$ cat config.mk
export PLATFORM = sky130hd
export DESIGN_NAME = hold_to_secondary_click_filter_core
export DESIGN_NICKNAME = d
export VERILOG_FILES = /design/src/sv/hsc_pkg.sv /design/src/sv/hold_to_secondary_click_filter_core.sv /design/src/sv/hsc_filter_fsm.sv /design/src/sv/hsc_out_queue.sv
export VERILOG_INCLUDE_DIRS = /design/src /design/src/sv
export SDC_FILE = /design/constraint.sdc
export NUM_CORES = 1
export LEC_CHECK = 0
export ABC_CLOCK_PERIOD_IN_PS = 41500
export BUFFER_PORTS_ARGS = -buffer_cell sky130_fd_sc_hd__buf_2
export CORE_MARGIN = 10
export CORE_UTILIZATION = 45
export CTS_CLUSTER_DIAMETER = 100
export DETAILED_ROUTE_END_ITERATION = 8
export SLEW_MARGIN = 15
export SYNTH_ARGS = -nofsm -noshare
export SYNTH_HDL_FRONTEND = slang
export SYNTH_SLANG_ARGS = --single-unit
$ cat constraint.sdc
create_clock -name clk -period 41.5 [get_ports clk]
set_input_delay 4.15 -clock clk [delete_from_list [all_inputs] [get_ports clk]]
set_output_delay 4.15 -clock clk [all_outputs]
set_load 0.05 [all_outputs]
$ cat src/sv/hold_to_secondary_click_filter_core_defines.svh
// assertion macros for the hold-to-secondary click filter
// used by the top level only, expects clk and rst_n in scope
`ifndef HOLD_TO_SECONDARY_CLICK_FILTER_CORE_DEFINES_SVH
`define HOLD_TO_SECONDARY_CLICK_FILTER_CORE_DEFINES_SVH

`ifndef ASSERT_OFF
`define HSC_ASSERT_IMP(lbl, ante, cons) \
  lbl: assert property (@(posedge clk) disable iff (!rst_n) (ante) |-> (cons)) \
    else $error("hsc assertion failed");
`define HSC_ASSERT_NEXT(lbl, ante, cons) \
  lbl: assert property (@(posedge clk) disable iff (!rst_n) (ante) |=> (cons)) \
    else $error("hsc assertion failed");
`else
`define HSC_ASSERT_IMP(lbl, ante, cons)
`define HSC_ASSERT_NEXT(lbl, ante, cons)
`endif

`endif

$ cat src/sv/hsc_pkg.sv
// shared types, codes and result builders for the click filter
// no dependencies
package hsc_pkg;

  localparam logic [1:0] OP_NONPTR  = 2'd0;
  localparam logic [1:0] OP_POINTER = 2'd1;
  localparam logic [1:0] OP_TICK    = 2'd2;

  localparam logic [1:0] ACT_DOWN   = 2'd0;
  localparam logic [1:0] ACT_UP     = 2'd1;
  localparam logic [1:0] ACT_MOTION = 2'd2;
  localparam logic [1:0] ACT_OTHER  = 2'd3;

  localparam logic [4:0] BTN_PRIMARY   = 5'd1;
  localparam logic [4:0] BTN_SECONDARY = 5'd2;

  localparam logic [2:0] KIND_PASS          = 3'd0;
  localparam logic [2:0] KIND_CONSUME       = 3'd1;
  localparam logic [2:0] KIND_REPLAY_PRESS  = 3'd2;
  localparam logic [2:0] KIND_REPLAY_MOTION = 3'd3;
  localparam logic [2:0] KIND_SYN_DOWN      = 3'd4;
  localparam logic [2:0] KIND_SYN_UP        = 3'd5;
  localparam logic [2:0] KIND_TICK_DONE     = 3'd6;

  localparam logic [1:0] NOTICE_NONE       = 2'd0;
  localparam logic [1:0] NOTICE_HOLD_START = 2'd1;
  localparam logic [1:0] NOTICE_CANCEL     = 2'd2;
  localparam logic [1:0] NOTICE_CLICK      = 2'd3;

  localparam logic [1:0] MODE_IDLE = 2'd0;
  localparam logic [1:0] MODE_HELD = 2'd1;
  localparam logic [1:0] MODE_DRAG = 2'd2;

  localparam logic [1:0] CFG_HOLD_TICKS  = 2'd0;
  localparam logic [1:0] CFG_VIRTUAL_DEV = 2'd1;

  localparam logic [15:0] HOLD_TICKS_RESET  = 16'd1000;
  localparam logic [7:0]  VIRTUAL_DEV_RESET = 8'd255;

  typedef struct packed {
    logic [1:0]         operation;
    logic [1:0]         action;
    logic [4:0]         buttons;
    logic [7:0]         dev_id;
    logic [47:0]        stamp;
    logic signed [15:0] pos_x;
    logic signed [15:0] pos_y;
    logic signed [15:0] rel_x;
    logic signed [15:0] rel_y;
    logic [15:0]        modifiers;
  } in_item_t;

  typedef struct packed {
    logic [2:0]         out_kind;
    logic [1:0]         out_action;
    logic [4:0]         out_buttons;
    logic [7:0]         out_dev_id;
    logic [47:0]        out_stamp;
    logic signed [15:0] out_pos_x;
    logic signed [15:0] out_pos_y;
    logic signed [15:0] out_rel_x;
    logic signed [15:0] out_rel_y;
    logic [15:0]        out_modifiers;
    logic [1:0]         notice;
    logic               last_result;
  } out_item_t;

  // up to three results caused by one input item
  typedef struct packed {
    logic [1:0]          count;
    out_item_t [2:0]     slot;
  } batch_t;

  typedef struct packed {
    logic [1:0] mode;
    logic       pending;
  } filt_status_t;

  function automatic out_item_t echo_item(logic [2:0] kind, in_item_t it,
                                          logic [1:0] note);
    out_item_t r;
    r.out_kind       = kind;
    r.out_action     = it.action;
    r.out_buttons    = it.buttons;
    r.out_dev_id     = it.dev_id;
    r.out_stamp      = it.stamp;
    r.out_pos_x      = it.pos_x;
    r.out_pos_y      = it.pos_y;
    r.out_rel_x      = it.rel_x;
    r.out_rel_y      = it.rel_y;
    r.out_modifiers  = it.modifiers;
    r.notice         = note;
    r.last_result    = 1'b0;
    return r;
  endfunction

  function automatic out_item_t synth_item(logic down, logic [4:0] btn,
                                           logic [7:0] vdev, logic [1:0] note);
    out_item_t r;
    r               = '0;
    r.out_kind      = down ? KIND_SYN_DOWN : KIND_SYN_UP;
    r.out_action    = down ? ACT_DOWN : ACT_UP;
    r.out_buttons   = down ? btn : 5'd0;
    r.out_dev_id    = vdev;
    r.notice        = note;
    return r;
  endfunction

  function automatic out_item_t tick_item();
    out_item_t r;
    r          = '0;
    r.out_kind = KIND_TICK_DONE;
    return r;
  endfunction

endpackage

$ cat src/sv/hold_to_secondary_click_filter_core.sv
// top level of the hold-to-secondary click filter
// depends on hsc_pkg, hsc_filter_fsm, hsc_out_queue and the assertion header
//
//  channel | ports                               | transfer when
//  --------+-------------------------------------+-------------------------
//  input   | in_valid, in_ready, in_data         | in_valid & in_ready
//  result  | out_valid, out_ready, out_data      | out_valid & out_ready
//  config  | cfg_we, cfg_index, cfg_wdata        | cfg_we (no wait)
//
// an input item is taken into the input register, decided in one pass once
// the result register can take a fresh batch, and its one to three results
// are loaded into the result register; results leave one per cycle while
// out_ready is high, so the result port sets the pace
// a new item is taken while the previous batch drains; in_ready drops only
// when the input register holds an item and the result register is still busy
// reset (synchronous, rst_n low) clears mode, countdown and both valid stages
`include "hold_to_secondary_click_filter_core_defines.svh"

module hold_to_secondary_click_filter_core (
  input  logic                clk,
  input  logic                rst_n,
  input  logic                in_valid,
  output logic                in_ready,
  input  hsc_pkg::in_item_t   in_data,
  output logic                out_valid,
  input  logic                out_ready,
  output hsc_pkg::out_item_t  out_data,
  input  logic                cfg_we,
  input  logic [1:0]          cfg_index,
  input  logic [15:0]         cfg_wdata
);

  // configuration registers
  logic [15:0] hold_ticks_r;
  logic [7:0]  virtual_dev_r;

  // input register
  hsc_pkg::in_item_t     in_r;
  logic                  in_v_r;

  hsc_pkg::batch_t       batch;
  hsc_pkg::filt_status_t status;
  logic                  can_load;
  logic                  issue;

  // decision fires once the result register can take a fresh batch
  assign issue    = in_v_r && can_load;
  assign in_ready = !in_v_r || issue;

  always_ff @(posedge clk) begin
    if (!rst_n) begin
      hold_ticks_r  <= hsc_pkg::HOLD_TICKS_RESET;
      virtual_dev_r <= hsc_pkg::VIRTUAL_DEV_RESET;
    end else if (cfg_we) begin
      unique case (cfg_index)
        hsc_pkg::CFG_HOLD_TICKS:  hold_ticks_r  <= cfg_wdata;
        hsc_pkg::CFG_VIRTUAL_DEV: virtual_dev_r <= cfg_wdata[7:0];
        default: ;  // writes beyond the register list are dropped
      endcase
    end
  end

  always_ff @(posedge clk) begin
    if (!rst_n) begin
      in_v_r <= 1'b0;
    end else if (in_valid && in_ready) begin
      in_v_r <= 1'b1;
    end else if (issue) begin
      in_v_r <= 1'b0;
    end
  end

  always_ff @(posedge clk) begin
    if (in_valid && in_ready) begin
      in_r <= in_data;
    end
  end

  hsc_filter_fsm u_fsm (
    .clk        (clk),
    .rst_n      (rst_n),
    .item       (in_r),
    .issue      (issue),
    .hold_ticks (hold_ticks_r),
    .vdev_id    (virtual_dev_r),
    .batch      (batch),
    .status     (status)
  );

  hsc_out_queue u_queue (
    .clk       (clk),
    .rst_n     (rst_n),
    .load      (issue),
    .batch     (batch),
    .can_load  (can_load),
    .out_valid (out_valid),
    .out_ready (out_ready),
    .out_data  (out_data)
  );

  // a pending countdown only exists while the press is withheld
  `HSC_ASSERT_IMP(a_pending_only_held, status.pending, status.mode == hsc_pkg::MODE_HELD)
  // a decided item always shows a result on the next cycle
  `HSC_ASSERT_NEXT(a_issue_shows_result, issue, out_valid)
  // results of one item follow without a gap
  `HSC_ASSERT_NEXT(a_batch_no_gap, out_valid && out_ready && !out_data.last_result, out_valid)

endmodule

$ cat src/sv/hsc_filter_fsm.sv
// filter state and per-item decision: builds the batch of results
// depends on hsc_pkg
module hsc_filter_fsm (
  input  logic                   clk,
  input  logic                   rst_n,
  input  hsc_pkg::in_item_t      item,
  input  logic                   issue,
  input  logic [15:0]            hold_ticks,
  input  logic [7:0]             vdev_id,
  output hsc_pkg::batch_t        batch,
  output hsc_pkg::filt_status_t  status
);

  logic [1:0]  mode_r, mode_nxt;
  logic        pending_r, pending_nxt;
  logic [15:0] remaining_r, remaining_nxt;
  logic [15:0] rem_dec;
  logic        save_en;

  // saved press, only read in held mode which is entered by writing it
  hsc_pkg::in_item_t saved_r;

  always_comb begin
    mode_nxt      = mode_r;
    pending_nxt   = pending_r;
    remaining_nxt = remaining_r;
    save_en       = 1'b0;
    batch         = '0;
    batch.count   = 2'd1;
    rem_dec       = (remaining_r != 16'd0) ? remaining_r - 16'd1 : remaining_r;

    if (item.operation == hsc_pkg::OP_TICK) begin
      batch.slot[0] = hsc_pkg::tick_item();
      if (pending_r) begin
        remaining_nxt = rem_dec;
        if (rem_dec == 16'd0) begin
          pending_nxt   = 1'b0;
          batch.count   = 2'd3;
          batch.slot[0] = hsc_pkg::synth_item(1'b1, hsc_pkg::BTN_SECONDARY,
                                              vdev_id, hsc_pkg::NOTICE_CLICK);
          batch.slot[1] = hsc_pkg::synth_item(1'b0, 5'd0, vdev_id,
                                              hsc_pkg::NOTICE_NONE);
          batch.slot[2] = hsc_pkg::tick_item();
        end
      end
    end else if (item.operation != hsc_pkg::OP_POINTER ||
                 item.dev_id == vdev_id) begin
      batch.slot[0] = hsc_pkg::echo_item(hsc_pkg::KIND_PASS, item, hsc_pkg::NOTICE_NONE);
    end else begin
      batch.slot[0] = hsc_pkg::echo_item(hsc_pkg::KIND_PASS, item, hsc_pkg::NOTICE_NONE);
      unique case (mode_r)
        hsc_pkg::MODE_HELD: begin
          if (item.action == hsc_pkg::ACT_MOTION) begin
            // replay the withheld press at the motion's time, then the motion
            batch.count                    = 2'd3;
            batch.slot[0]                  = hsc_pkg::echo_item(
                hsc_pkg::KIND_REPLAY_PRESS, saved_r,
                pending_r ? hsc_pkg::NOTICE_CANCEL : hsc_pkg::NOTICE_NONE);
            batch.slot[0].out_action       = hsc_pkg::ACT_DOWN;
            batch.slot[0].out_stamp        = item.stamp;
            batch.slot[1] = hsc_pkg::echo_item(hsc_pkg::KIND_REPLAY_MOTION, item,
                                               hsc_pkg::NOTICE_NONE);
            batch.slot[2] = hsc_pkg::echo_item(hsc_pkg::KIND_CONSUME, item,
                                               hsc_pkg::NOTICE_NONE);
            pending_nxt   = 1'b0;
            mode_nxt      = hsc_pkg::MODE_DRAG;
          end else if (item.action == hsc_pkg::ACT_UP && !item.buttons[0]) begin
            if (pending_r) begin
              batch.count   = 2'd3;
              batch.slot[0] = hsc_pkg::synth_item(1'b1, hsc_pkg::BTN_PRIMARY,
                                                  vdev_id, hsc_pkg::NOTICE_CANCEL);
              batch.slot[1] = hsc_pkg::synth_item(1'b0, 5'd0, vdev_id,
                                                  hsc_pkg::NOTICE_NONE);
              batch.slot[2] = hsc_pkg::echo_item(hsc_pkg::KIND_PASS, item,
                                                 hsc_pkg::NOTICE_NONE);
            end
            pending_nxt = 1'b0;
            mode_nxt    = hsc_pkg::MODE_IDLE;
          end
        end
        hsc_pkg::MODE_DRAG: begin
          if (item.action == hsc_pkg::ACT_UP) begin
            mode_nxt = hsc_pkg::MODE_IDLE;
          end
        end
        default: begin
          if (item.action == hsc_pkg::ACT_DOWN && item.buttons[0]) begin
            save_en       = 1'b1;
            pending_nxt   = 1'b1;
            remaining_nxt = hold_ticks;
            mode_nxt      = hsc_pkg::MODE_HELD;
            batch.slot[0] = hsc_pkg::echo_item(hsc_pkg::KIND_CONSUME, item,
                                               hsc_pkg::NOTICE_HOLD_START);
          end
        end
      endcase
    end

    case (batch.count)
      2'd3:    batch.slot[2].last_result = 1'b1;
      2'd2:    batch.slot[1].last_result = 1'b1;
      default: batch.slot[0].last_result = 1'b1;
    endcase
  end

  always_ff @(posedge clk) begin
    if (!rst_n) begin
      mode_r      <= hsc_pkg::MODE_IDLE;
      pending_r   <= 1'b0;
      remaining_r <= 16'd0;
    end else if (issue) begin
      mode_r      <= mode_nxt;
      pending_r   <= pending_nxt;
      remaining_r <= remaining_nxt;
    end
  end

  always_ff @(posedge clk) begin
    if (issue && save_en) begin
      saved_r <= item;
    end
  end

  assign status.mode    = mode_r;
  assign status.pending = pending_r;

endmodule

$ cat src/sv/hsc_out_queue.sv
// result register: holds one batch and hands it out one result per cycle while out_ready is high
// depends on hsc_pkg
module hsc_out_queue (
  input  logic                clk,
  input  logic                rst_n,
  input  logic                load,
  input  hsc_pkg::batch_t     batch,
  output logic                can_load,
  output logic                out_valid,
  input  logic                out_ready,
  output hsc_pkg::out_item_t  out_data
);

  hsc_pkg::out_item_t [2:0] slots_r;
  logic [1:0]               count_r;
  logic [1:0]               idx_r;
  logic                     take;
  logic                     last_take;

  assign out_valid = (count_r != 2'd0);
  assign take      = out_valid && out_ready;
  assign last_take = take && (idx_r == count_r - 2'd1);
  assign can_load  = !out_valid || last_take;
  assign out_data  = slots_r[idx_r];

  always_ff @(posedge clk) begin
    if (!rst_n) begin
      count_r <= 2'd0;
      idx_r   <= 2'd0;
    end else if (load) begin
      count_r <= batch.count;
      idx_r   <= 2'd0;
    end else if (last_take) begin
      count_r <= 2'd0;
      idx_r   <= 2'd0;
    end else if (take) begin
      idx_r   <= idx_r + 2'd1;
    end
  end

  always_ff @(posedge clk) begin
    if (load) begin
      slots_r <= batch.slot;
    end
  end

endmodule

==> metrics.md <==
| Metric | Value |
|---|---|
| I/O Pins | 319 |
| CP Capture Point | in_ready |
| Post-CTS Setup Bufs | 0 |
| Synth Area per Inst | 13.7 um2 |
| Die width | 278 um |
| Total of max-cap violations | 0 |
| Number of CTS-inserted buffers | 79 |
| CP Class | input pin to output pin |
| H-tree Lvls | 3 |
| Core area | 65900 um2 |
| Longest Clk Path Bufs | 3 |
| Clock Skews | 0.0500 ns |
| Most frequent cells in the layout | edfxtp_1 (678), and2_1 (328), buf_2 (318), nand2_1 (236), o21ai_0 (167) |
| DRC violation count after routing | 0 |
| Cell Rows | 94 |
| Min Tclk post-route | 9.31 ns |
| Ratio of cells with drive above 1 in the final layout | 19.2% |
| Post-DP HPWL | 42000 um |
| DIE AREA | 77200 um2 |
| Sum Neg Setup Slack | 0 ns |
| Initial Utilization | 45.4% |
| P per Cell Area | 48.6 nW/um2 |
| Leak Pwr | 0.0124 uW |
| Critical path arrival | 5.16 ns |
| Post-synthesis cell count | 2190 |
| Max IR drop VDD | 0.0000365 V |
| Synth-to-Final Area Change | 16.1% |
| Status | complete, no violations |
| FF-to-FF path depth | 8 |
| Worst reg2reg path endpoint | u_queue.slots_r[89] |
| Worst flop-to-flop path startpoint | u_queue.idx_r[0] |
| R2r setup slk | 35.34 ns |
| RSZ-0062 raised after global routing | false |
| Biggest cell delay along the critical path | 0.26 ns |
| Vias | 18400 |
| Clock latency on the worst-skew pair | 0.63 ns |
| Worst min-delay path class | flip-flop to flip-flop |
| Pins over their slew limit | 0 |
| GRT Overall Usage | 18.7% |
| Largest family of logic cells by synthesized area | simple AND/OR/NAND/NOR gates |
| Final period util | 22.4% |
| Synth warnings | 0 |
| Headroom to the max-slew limit | 22.4% |
| Die Y | 278 um |
| Crit path cell chain | buf_2 -> nor2b_1 -> nand2_1 -> and3_1 -> inv_1 -> buf_2 |
| Detailed Route WL | 74300 um |
| Endpoint class of the critical path | output pin |
| # diodes | 0 |
| Clock root cell | clkbuf_16 |
| Xor/xnor share of the synthesized area | 0.351% |
| Hold depth | 2 |
| Fmax | 107 MHz |
| Hold Worst Slack | 0.468 ns |
| Largest net degree at the start of global routing | 146 |
| Post-CTS Resized | 0 |
| Initial DRT Pass Iterations | 5 |
| Routability congestion estimate | 0.855 |
| Most used cell, CP | buf_2 |
| Most common cell after layout, fill and taps aside | edfxtp_1 |
| CTS Hold Buffers Added | 0 |
| Ys async rst share | 0% |
| #FFs+latches synth | 726 |
| Initial antenna violation count | 4 |
| CP Launch Point | out_ready |
| Post-layout util | 52.7% |
| Mux cell area share after synthesis | 5.06% |
| Worst Path Max Fanout | 4 |
| CTS tree | yes |
| WP data required | 37.35 ns |
| Post-Syn Area | 29900 um2 |
| Ys flop type | edfxtp_1 |
| IO Port Bufs | 318 |
| Post-synth EDFFs | 678 |
| GRT overflow | 0 |
| Worst path slowest cell | buf_2 |
| Critical path launch point type | input pin |
| Register area share after synthesis | 71.3% |
| Nets | 2645 |
| Post-synthesis compound-gate area fraction | 7.81% |
| Post-synth net total | 2362 |
| Vias per std cell | 5.43 |
| Detailed Route Iter0 Violations | 1620 |
| Final Hold Viols | 0 |
| Synth cell types | 66 |
| CTS clk-pin slew, worst paths | 0.06 ns |
| Post-route ant nets | 0 |
| Vias in the first global route | 18900 |
| Slew @ Worst Pin | 1.16 ns |
| Routed wire length per instance | 21.9 um |
| Clk sinks | 726 |
| Global-route wire length before repair | 113000 um |
| Adder-Cell Fraction of Synth Area | 0.167% |
| Setup-failing EPs final | 0 |
| Simple-gate share of the synthesized area | 13.1% |
-- cell type report --
cell class,instances,area (um2)
clock buffers,104,2130
clock inverters,35,267
fillers,5599,31100
inverters,25,104
multi-input cells,1297,8010
flip-flops and latches,726,21300
well taps,864,1080
repair buffers,344,1800
-- metrics by stage --
stage | total power (uW) | setup slack (ns) | area, um2 | std cells
2_1_floorplan | 1000 | 25.37 | 29900 | 2190
3_3_place_gp | 1040 | 32.19 | 32300 | 3256
3_5_place_dp | 1050 | 32.20 | 32300 | 3256
4_1_cts | 1700 | 32.18 | 34700 | 3395
5_1_grt | 1740 | 32.08 | 34700 | 3395
6_report | 1690 | 32.19 | 34700 | 3395
-- how the worst min path moves through the flow --
stage,slack (ns),startpoint,end
6_report,0.47,hold_ticks_r[1],hold_ticks_r[1]
3_5_place_dp,0.46,hold_ticks_r[11],hold_ticks_r[11]
4_1_cts,0.47,hold_ticks_r[11],hold_ticks_r[11]
3_3_place_gp,0.45,hold_ticks_r[4],hold_ticks_r[4]
2_1_floorplan,0.44,hold_ticks_r[11],hold_ticks_r[11]
5_1_grt,0.49,hold_ticks_r[8],hold_ticks_r[8]
-- worst max-delay path, delay by kind of cell --
family,cells,cell delay [ns]
and+or+nand+nor,3,0.59
buffers and inverters,3,0.42
-- cell usage after synthesis (all sizes together) (4+ instances only) --
| master | instances | area, um2 |
|---|---|---|
| edfxtp | 678 | 20400 |
| and2 | 328 | 2050 |
| nand2 | 236 | 886 |
| o21ai | 177 | 897 |
| mux2i | 150 | 1500 |
| clkbuf | 122 | 458 |
| nor2 | 109 | 409 |
| a22oi | 99 | 743 |
| dfxtp | 48 | 961 |
| a21oi | 32 | 160 |
| inv | 22 | 82.6 |
| buf | 20 | 105 |
| nand3 | 19 | 95.1 |
| o211ai | 13 | 97.6 |
| nor2b | 11 | 68.8 |
| nor4 | 10 | 62.6 |
| o31ai | 9 | 67.6 |
| xnor2 | 9 | 78.8 |
| nand2b | 8 | 50.1 |
| nor3 | 8 | 45.0 |
| o22ai | 7 | 81.3 |
| a22o | 6 | 52.6 |
| nand4 | 5 | 46.3 |
| nor3b | 5 | 37.5 |
| o21a | 5 | 45.0 |
| or4 | 5 | 41.3 |
| a31oi | 4 | 31.3 |
| and3 | 4 | 30.0 |
| ha | 4 | 50.1 |
| o41ai | 4 | 35.0 |
-- kinds of logic after synthesis --
logic type	Yosys count
compound gates	369
xor+xnor	12
simple gates	761
buf+inv	167
mux	151
flops	726
fa+ha+maj	4
-- state kept, by name, indices dropped and copies added (netlist names) --
register	count
u_fsm.remaining_r	16
in_v_r	1
u_fsm.mode_r	2
u_fsm.pending_r	1
u_queue.slots_r	440
u_queue.idx_r	2
virtual_dev_r	8
hold_ticks_r	16
u_fsm.saved_r	93
u_queue.count_r	2
in_r	145
-- where the power goes --
part | internal, uW | switching [uW]
clock network | 375 | 281
logic | 41.3 | 126
registers | 846 | 16.9
-- routing by layer --
layer / global-route usage [%] / up-vias / wire length [um]
li1: - / 8564 / -
met1: 23.7 / 9182 / 31300
met2: 31.4 / 577 / 36300
met3: 4.34 / 120 / 4990
met4: 5.39 / 6 / 1720
met5: 0 / - / 42
No activity file was read; power rests on OpenSTA's default activity.
